### src/rtl/lcru_pkg.sv
// shared constants, types and command codes of the lattice coefficient rounding unit
package lcru_pkg;

    // arithmetic constants
    localparam int unsigned MODULUS   = 8380417;
    localparam int unsigned HALF_STEP = 261888;
    localparam int unsigned DROP_BITS = 13;
    localparam int unsigned HIGH_MAX  = 15;
    localparam int unsigned STEP      = 2 * HALF_STEP;

    // reduced coefficient width, modulus stays below 2^30
    localparam int unsigned REM_W = 30;

    // barrett reciprocals and the offset that re-centers a signed coefficient
    localparam logic [31:0]      RECIP_MOD  = 32'((64'd1 << 32) / 64'(MODULUS));
    localparam logic [REM_W-1:0] RECIP_STEP = REM_W'((64'd1 << 30) / 64'(STEP));
    localparam logic [REM_W-1:0] OFFSET_MOD = REM_W'((64'd1 << 31) % 64'(MODULUS));
    localparam logic [REM_W-1:0] MOD_MINUS_OFS = REM_W'(MODULUS) - OFFSET_MOD;

    localparam logic [REM_W-1:0]     MOD_R      = REM_W'(MODULUS);
    localparam logic [REM_W:0]       MOD_T      = (REM_W + 1)'(MODULUS);
    localparam logic [REM_W:0]       STEP_T     = (REM_W + 1)'(STEP);
    localparam logic [REM_W:0]       HALF_T     = (REM_W + 1)'(HALF_STEP);
    localparam logic [REM_W:0]       STEP_HALF_T = (REM_W + 1)'(STEP + HALF_STEP);
    localparam logic [31:0]          STEP_32    = 32'(STEP);
    localparam logic [31:0]          STEP2_32   = 32'(2 * STEP);
    localparam logic signed [31:0]   HALF_S     = 32'(HALF_STEP);
    localparam logic signed [31:0]   HINT_HI_S  = 32'(MODULUS - HALF_STEP);
    localparam logic [31:0]          HIGH_MAX_32 = 32'(HIGH_MAX);
    localparam logic signed [32:0]   MOD_M1_S   = 33'(MODULUS - 1);
    localparam logic signed [32:0]   P2R_BIAS   = 33'((64'd1 << (DROP_BITS - 1)) - 64'd1);

    // command codes
    localparam logic [1:0] CMD_P2R     = 2'd0;
    localparam logic [1:0] CMD_DECOMP  = 2'd1;
    localparam logic [1:0] CMD_MKHINT  = 2'd2;
    localparam logic [1:0] CMD_USEHINT = 2'd3;

    // data that rides along the pipeline next to the decompose path
    typedef struct packed {
        logic [1:0]         cmd;
        logic               hint;
        logic signed [31:0] hi;
        logic signed [31:0] lo;
    } t_side;

    // decompose result before the corner fold
    typedef struct packed {
        logic [REM_W:0]     hi;
        logic signed [31:0] lo;
        logic [REM_W-1:0]   rem;
    } t_split;

endpackage

### src/rtl/lcru_decomp.sv
// six-stage modular reduction and centered split of a signed coefficient
module lcru_decomp (
    input  logic                i_clk,
    input  logic [5:0]          i_stage_en,
    input  logic signed [31:0]  i_coef,
    output lcru_pkg::t_split    o_split
);

    // stage 1: offset to unsigned, barrett quotient estimate
    logic [31:0]                    n_x;
    logic [63:0]                    n_prod1;
    logic [31:0]                    r_x;
    logic [31:0]                    r_qh1;
    // stage 2: first remainder in [0, 2q)
    logic [63:0]                    n_prod2;
    logic [lcru_pkg::REM_W:0]       n_t;
    logic [lcru_pkg::REM_W:0]       r_t;
    // stage 3: reduced value in [0, q)
    logic [lcru_pkg::REM_W-1:0]     n_r0;
    logic [lcru_pkg::REM_W-1:0]     n_rem3;
    logic [lcru_pkg::REM_W-1:0]     r_rem3;
    // stage 4: quotient estimate by the split step
    logic [59:0]                    n_prod3;
    logic [lcru_pkg::REM_W-1:0]     r_rem4;
    logic [lcru_pkg::REM_W-1:0]     r_q4;
    // stage 5: raw low part in [0, 2*step)
    logic [59:0]                    n_prod4;
    logic [59:0]                    n_diff5;
    logic [lcru_pkg::REM_W-1:0]     r_rem5;
    logic [lcru_pkg::REM_W-1:0]     r_q5;
    logic [lcru_pkg::REM_W:0]       r_lo5;
    // stage 6: corrected and centered
    lcru_pkg::t_split               n_split;
    lcru_pkg::t_split               r_split;

    assign n_x     = {~i_coef[31], i_coef[30:0]};
    assign n_prod1 = 64'(n_x) * 64'(lcru_pkg::RECIP_MOD);

    always_ff @(posedge i_clk) begin
        if (i_stage_en[0]) begin
            r_x   <= n_x;
            r_qh1 <= n_prod1[63:32];
        end
    end

    assign n_prod2 = 64'(r_qh1) * 64'(lcru_pkg::MODULUS);
    assign n_t     = (lcru_pkg::REM_W + 1)'(64'(r_x) - n_prod2);

    always_ff @(posedge i_clk) begin
        if (i_stage_en[1]) begin
            r_t <= n_t;
        end
    end

    // one conditional subtract, then remove the offset mod q
    always_comb begin
        if (r_t >= lcru_pkg::MOD_T) begin
            n_r0 = lcru_pkg::REM_W'(r_t - lcru_pkg::MOD_T);
        end else begin
            n_r0 = r_t[lcru_pkg::REM_W-1:0];
        end
        if (n_r0 >= lcru_pkg::OFFSET_MOD) begin
            n_rem3 = n_r0 - lcru_pkg::OFFSET_MOD;
        end else begin
            n_rem3 = n_r0 + lcru_pkg::MOD_MINUS_OFS;
        end
    end

    always_ff @(posedge i_clk) begin
        if (i_stage_en[2]) begin
            r_rem3 <= n_rem3;
        end
    end

    assign n_prod3 = 60'(r_rem3) * 60'(lcru_pkg::RECIP_STEP);

    always_ff @(posedge i_clk) begin
        if (i_stage_en[3]) begin
            r_rem4 <= r_rem3;
            r_q4   <= n_prod3[59:30];
        end
    end

    assign n_prod4 = 60'(r_q4) * 60'(lcru_pkg::STEP);
    assign n_diff5 = 60'(r_rem4) - n_prod4;

    always_ff @(posedge i_clk) begin
        if (i_stage_en[4]) begin
            r_rem5 <= r_rem4;
            r_q5   <= r_q4;
            r_lo5  <= n_diff5[lcru_pkg::REM_W:0];
        end
    end

    // fold the estimate error and the centering into one three-way choice
    always_comb begin
        n_split.rem = r_rem5;
        if (r_lo5 <= lcru_pkg::HALF_T) begin
            n_split.hi = (lcru_pkg::REM_W + 1)'(r_q5);
            n_split.lo = 32'(r_lo5);
        end else if (r_lo5 <= lcru_pkg::STEP_HALF_T) begin
            n_split.hi = (lcru_pkg::REM_W + 1)'(r_q5) + 1'b1;
            n_split.lo = 32'(r_lo5) - lcru_pkg::STEP_32;
        end else begin
            n_split.hi = (lcru_pkg::REM_W + 1)'(r_q5) + 2'd2;
            n_split.lo = 32'(r_lo5) - lcru_pkg::STEP2_32;
        end
    end

    always_ff @(posedge i_clk) begin
        if (i_stage_en[5]) begin
            r_split <= n_split;
        end
    end

    assign o_split = r_split;

endmodule

### src/rtl/lattice_coefficient_rounding_unit.sv
// top level of the lattice coefficient rounding unit
//
//  channel  | direction | handshake          | payload
//  ---------+-----------+--------------------+------------------------------------------
//  request  | in        | i_valid / o_ready  | i_cmd, i_coef, i_other_high, i_hint_bit
//  result   | out       | o_valid / i_ready  | o_high_part, o_low_part
//
// one request per cycle sustained while the result side accepts; each request gives exactly one result
// stage one loads at accept; stages two to six and the output register behind o_valid follow
// the stage depth is set by the two barrett multiply chains of the decompose path
// reset (i_rst_n low at a clock edge) clears every stage valid bit and the output valid
// a stalled result only holds stages that carry a request; empty stages keep filling,
// so a held output does not block o_ready until the whole pipeline is occupied
module lattice_coefficient_rounding_unit (
    input  logic               i_clk,
    input  logic               i_rst_n,
    input  logic               i_valid,
    output logic               o_ready,
    input  logic [1:0]         i_cmd,
    input  logic signed [31:0] i_coef,
    input  logic signed [31:0] i_other_high,
    input  logic               i_hint_bit,
    output logic               o_valid,
    input  logic               i_ready,
    output logic signed [31:0] o_high_part,
    output logic signed [31:0] o_low_part
);

    // per-stage advance enables, bubbles collapse toward the output
    logic [5:0]             w_en;
    logic                   w_en_out;
    logic [5:0]             r_valid;
    lcru_pkg::t_side        r_side [0:5];
    lcru_pkg::t_side        n_side;

    // power2round and hint generation work directly on the request
    logic signed [32:0]     n_p2r_sum;

    // decompose path result from stage 6
    lcru_pkg::t_split       w_split;

    // final stage: corner fold, hint step and command select
    logic signed [32:0]     n_diff;
    logic                   n_corner;
    logic [31:0]            n_dec_hi;
    logic signed [31:0]     n_dec_lo;
    logic [31:0]            n_use_hi;
    logic signed [31:0]     n_out_hi;
    logic signed [31:0]     n_out_lo;
    logic                   r_out_valid;
    logic signed [31:0]     r_out_hi;
    logic signed [31:0]     r_out_lo;

    // stall chain: a stage moves when it is empty or the next one moves
    always_comb begin
        w_en_out = !r_out_valid || i_ready;
        w_en[5]  = !r_valid[5] || w_en_out;
        for (int k = 4; k >= 0; k--) begin
            w_en[k] = !r_valid[k] || w_en[k+1];
        end
    end

    assign o_ready = w_en[0];

    always_ff @(posedge i_clk) begin
        if (!i_rst_n) begin
            r_valid <= '0;
        end else begin
            if (w_en[0]) begin
                r_valid[0] <= i_valid;
            end
            for (int k = 1; k < 6; k++) begin
                if (w_en[k]) begin
                    r_valid[k] <= r_valid[k-1];
                end
            end
        end
    end

    // power2round: floor((a + 2^(d-1) - 1) / 2^d), remainder re-biased
    assign n_p2r_sum = $signed({i_coef[31], i_coef}) + lcru_pkg::P2R_BIAS;

    always_comb begin
        n_side.cmd  = i_cmd;
        n_side.hint = i_hint_bit;
        n_side.hi   = '0;
        n_side.lo   = '0;
        case (i_cmd)
            lcru_pkg::CMD_P2R: begin
                n_side.hi = 32'(n_p2r_sum >>> lcru_pkg::DROP_BITS);
                n_side.lo = 32'(n_p2r_sum[lcru_pkg::DROP_BITS-1:0])
                            - 32'(lcru_pkg::P2R_BIAS);
            end
            lcru_pkg::CMD_MKHINT: begin
                // hint set only strictly inside the band, upper edge needs a nonzero high part
                if (i_coef <= lcru_pkg::HALF_S || i_coef > lcru_pkg::HINT_HI_S
                    || (i_coef == lcru_pkg::HINT_HI_S && i_other_high == '0)) begin
                    n_side.hi = '0;
                end else begin
                    n_side.hi = 32'sd1;
                end
            end
            default: begin
                n_side.hi = '0;
                n_side.lo = '0;
            end
        endcase
    end

    // side data follows the valid bits stage for stage
    always_ff @(posedge i_clk) begin
        if (w_en[0]) begin
            r_side[0] <= n_side;
        end
        for (int k = 1; k < 6; k++) begin
            if (w_en[k]) begin
                r_side[k] <= r_side[k-1];
            end
        end
    end

    lcru_decomp u_decomp (
        .i_clk      (i_clk),
        .i_stage_en (w_en),
        .i_coef     (i_coef),
        .o_split    (w_split)
    );

    // top corner: reduced value minus low part equal to q-1 folds to high part 0
    assign n_diff   = $signed({3'b000, w_split.rem}) - $signed({w_split.lo[31], w_split.lo});
    assign n_corner = (n_diff == lcru_pkg::MOD_M1_S);
    assign n_dec_hi = n_corner ? '0 : 32'(w_split.hi);
    assign n_dec_lo = n_corner ? (w_split.lo - 32'sd1) : w_split.lo;

    // hint step with wrap between 0 and the top high value
    always_comb begin
        n_use_hi = n_dec_hi;
        if (r_side[5].hint) begin
            if (n_dec_lo > 32'sd0) begin
                n_use_hi = (n_dec_hi == lcru_pkg::HIGH_MAX_32) ? '0 : n_dec_hi + 32'd1;
            end else begin
                n_use_hi = (n_dec_hi == '0) ? lcru_pkg::HIGH_MAX_32 : n_dec_hi - 32'd1;
            end
        end
    end

    always_comb begin
        case (r_side[5].cmd)
            lcru_pkg::CMD_DECOMP: begin
                n_out_hi = n_dec_hi;
                n_out_lo = n_dec_lo;
            end
            lcru_pkg::CMD_USEHINT: begin
                n_out_hi = n_use_hi;
                n_out_lo = '0;
            end
            default: begin
                n_out_hi = r_side[5].hi;
                n_out_lo = r_side[5].lo;
            end
        endcase
    end

    always_ff @(posedge i_clk) begin
        if (!i_rst_n) begin
            r_out_valid <= 1'b0;
        end else if (w_en_out) begin
            r_out_valid <= r_valid[5];
        end
    end

    always_ff @(posedge i_clk) begin
        if (w_en_out) begin
            r_out_hi <= n_out_hi;
            r_out_lo <= n_out_lo;
        end
    end

    assign o_valid     = r_out_valid;
    assign o_high_part = r_out_hi;
    assign o_low_part  = r_out_lo;

    // request side can only be blocked when every stage and the output are occupied
    a_full_when_blocked: assert property (@(posedge i_clk) disable iff (!i_rst_n)
        !o_ready |-> (r_valid == 6'h3f) && o_valid && !i_ready)
        else $error("request blocked while the pipeline has room");

    // barrett correction must leave a centered low part
    a_low_centered: assert property (@(posedge i_clk) disable iff (!i_rst_n)
        r_valid[5] |-> (w_split.lo > -lcru_pkg::HALF_S) && (w_split.lo <= lcru_pkg::HALF_S))
        else $error("decompose low part outside the centered range");

    // modular reduction must land below the modulus
    a_rem_reduced: assert property (@(posedge i_clk) disable iff (!i_rst_n)
        r_valid[5] |-> (w_split.rem < lcru_pkg::MOD_R))
        else $error("reduced coefficient not below the modulus");

endmodule
### config.mk
export PLATFORM = sky130hd
export DESIGN_NAME = lattice_coefficient_rounding_unit
export DESIGN_NICKNAME = d
export VERILOG_FILES = /design/src/rtl/lcru_pkg.sv /design/src/rtl/lcru_decomp.sv /design/src/rtl/lattice_coefficient_rounding_unit.sv
export SDC_FILE = /design/constraint.sdc
export NUM_CORES = 1
export LEC_CHECK = 0
export BUFFER_PORTS_ARGS = -buffer_cell sky130_fd_sc_hd__clkbuf_2
export CORE_MARGIN = 10
export CORE_UTILIZATION = 50
export CTS_CLUSTER_SIZE = 10
export DETAILED_ROUTE_END_ITERATION = 10
export PLACE_DENSITY = 0.67
export SLEW_MARGIN = 10
export SYNTH_ARGS = -nofsm -noshare
export SYNTH_HDL_FRONTEND = slang
export SYNTH_HIERARCHICAL = 1
export SYNTH_SLANG_ARGS = --single-unit
export TNS_END_PERCENT = 10
### constraint.sdc
create_clock -name i_clk -period 8.9 [get_ports i_clk]
set_input_delay 0.445 -clock i_clk [delete_from_list [all_inputs] [get_ports i_clk]]
set_output_delay 0.445 -clock i_clk [all_outputs]
set_load 0.01 [all_outputs]
==> qor.txt <==
Vias per std cell: 5.95
Top cell type by total area after synthesis: edfxtp_1
Synth top area cells: edfxtp_1 47%, ha_1 8.4%, fa_1 5.9%, xnor2_1 3.9%, inv_1 3.0%
Placer Congestion: 0.958
CP max stage delay: 700 ps
Fraction of layout instances using a drive strength above 1: 10.0%
CTS sink cnt: 558
Final hold violation count: 0
Port Buffers: 136
CP most frequent cell: fa_1
Worst Skew: 16.8 ps
Synth Flop Type: edfxtp_1
Top Family by Delay on Critical Path: adder cells
RSZ-0062 raised after global routing: no
Yosys top cell area share: 47.1%
Die Footprint: 0.0813 sq mm
Ys async rst share: 0%
Peak Freq: 134 MHz
Cell area after synthesis: 0.0351 sq mm
Inserted Clock Buffers: 69
Pre-Repair DR Iteration Count: 6
Clock Latency Late Sink: 600 ps
Reg clk slew, reported paths: 60 ps
Area growth from synthesis to layout: 9.82%
DR vias: 25200
HPWL after DPL: 72200 microns
Number of distinct library cells after synthesis: 112
Worst Path Buf+Inv: 4
Row Count: 97
Period utilization: 84.1%
Post-synth EDFFs: 551
Crit Path Category: reg -> reg
CP max FO: 6
Seq/Total Area, Yosys: 47.5%
Io pins: 137
CTS tree: done
First-pass GRT wire length: 143000 microns
Worst hold path class: in -> reg
Vias in the first global route: 25100
Syn Area/Cell: 11.1 sq um
Die extent in y: 285 microns
Yosys reg bits: 558
Fillers: 5876
Crit start category: flop
Final Setup Violations: 0
Longest Clk Path Bufs: 3
Slew Limit Headroom: 29.1%
Slowest CP cell: fa_1
CP endpoint kind: flop
Worst-Margin Slew: 1060 ps
Fin crit period: 7490 ps
Post-Syn Instances: 3161
Final Max Tran Viols: 0
Post-CTS sizing: 0
Setup Buffers After CTS: 0
Largest net degree at the start of global routing: 82
Core Region: 0.0698 sq mm
Outcome: finished, final reports clean
Root buffer cell: clkbuf_16
Syn. warnings: 6
Detailed Route WL: 92200 microns
Initial Util: 50.3%
Routed len/inst: 21.7 microns
Routed Antenna Nets: 0
Nets: 3697
Die Wd: 285 microns
Worst Path Arrival: 7820 ps
Grt total ovfl: 0
Worst path required time: 9230 ps
Setup TNS: 0 ps
Starting DRT DRC Count: 2285
CTS Hold Bufs: 1
Tot GR Track Use: 22.2%
Htree depth: 3
Max_cap viols: 0
Initial antenna violation count: 1
DRC Markers: 0
## sequential cells by signal (all words and copies together), names as in the netlist
name / count
r_valid: 6
u_decomp/r_rem5: 30
u_decomp/r_t: 31
u_decomp/r_x: 30
o_high_part: 32
u_decomp/o_split: 66
u_decomp/r_lo5: 22
o_low_part: 32
u_decomp/r_q4: 12
u_decomp/r_rem3: 30
o_valid: 1
u_decomp/r_q5: 12
r_side: 222
u_decomp/r_rem4: 30
u_decomp/r_qh1: 2
## cell type report
type                            count  area, sq um  share of cell area (%)
Clock inverter                     18          234                   0.606
Multi-Input combinational cell   2223        16800                    43.7
Inverter                          277         1040                    2.70
Clock buffer                       72         1760                    4.56
Sequential cell                   558        16700                    43.2
Antenna cell                        1         2.50                 0.00649
Tap cell                          940         1180                    3.05
Timing Repair Buffer              156          833                    2.16
## Yosys cell counts, types with 27 or more instances
master and instances:
edfxtp_1 551, inv_1 277, ha_1 237, nand2_1 220, nor2_1 197, xnor2_1 155, a21oi_1 125, o21ai_0 122
fa_1 104, nand3_1 92, nor3_1 91, xor2_1 87, clkbuf_1 55, or3_1 55, nand4_1 51, nor4_1 51
a31oi_1 44, and3_1 41, and2_1 39, o21a_1 32, nor2b_1 30, buf_4 29, a21o_1 28, buf_2 27
## routing by layer
| metal | vias to the layer above | share of wire [%] | track usage, % |
|---|---|---|---|
| met2 | 978 | 48 | 37.0 |
| met4 | 2 | 3.7 | 8.34 |
| met1 | 12300 | 42 | 29.0 |
| li1 | 11800 | - | - |
| met3 | 207 | 6.2 | 3.44 |
| met5 | - | 0.014 | 0 |
## stage by stage
step / instance area, sq um / util, % / setup slack (ps) / instances / hold slack [ps]
floorplan: 35200 / - / 2000 / 3178 / 400
global placement: 36600 / 52.4 / 1640 / 4153 / 402
detailed placement: 36600 / 52.4 / 1450 / 4153 / 405
CTS: 38600 / 55.3 / 1430 / 4244 / 43.8
global route: 38600 / 55.3 / 857 / 4244 / 63.3
finish: 38600 / 55.3 / 1410 / 4245 / 79.0
## path summary, 6_finish.rpt
check	from	end	slack, ps	depth (start not counted)
max	u_decomp/r_q4[8]	u_decomp/r_lo5[30]	1410	25
min	i_coef[15]	u_decomp/r_x[15]	80	1
max reg2reg	u_decomp/r_q4[8]	u_decomp/r_lo5[30]	1410	25
min reg2reg	r_side[0][39]	r_side[1][39]	410	0
## worst register-to-register path, stage by stage (launching register included)
cell       delay (ps)
edfxtp_1          570
fa_1              710
inv_1             130
fa_1              540
inv_1              50
fa_1              460
fa_1              540
inv_1              50
fa_1              500
inv_1              50
ha_1              360
and2_1            180
a31oi_1            50
o21a_1            140
a2111oi_0         570
nor3_1             90
or2_2             290
ha_1              330
nand3_1           110
nor2_1            190
and3_1            180
a21boi_0          100
a311o_1           340
mux2i_1           150
nor4b_1           430
xor2_1            110
## placed cells by master (no fill, tap or decap), types with 19 or more instances in the layout
cell	n
nor3_1	91
a31oi_1	44
a21oi_1	125
nand3_1	92
xor2_1	87
ha_1	237
xnor2_1	155
inv_1	273
clkbuf_16	70
nand2_1	217
and3_1	41
fa_1	104
a21o_1	28
nor2b_1	30
buf_4	19
o31ai_1	20
nand4_1	51
nand2b_1	26
edfxtp_1	551
clkbuf_2	136
nor4_1	50
o21ai_0	122
and2_1	39
o211ai_1	25
or3_1	55
o21a_1	32
nor2_1	197
## logic make-up after synthesis
family                     share of synthesized area (%)
AOI/OAI and AO/OA                                   11.6
xor gates and xnor gates                            6.03
adders and majority gates                           14.4
buffers and inverters                               4.80
DFF                                                 47.5
muxes                                              0.609
other                                             0.0107
and+or+nand+nor                                     15.0
Power is not shown: default switching activity piles up to over one toggle a cycle in this logic, so the estimate is an artifact.
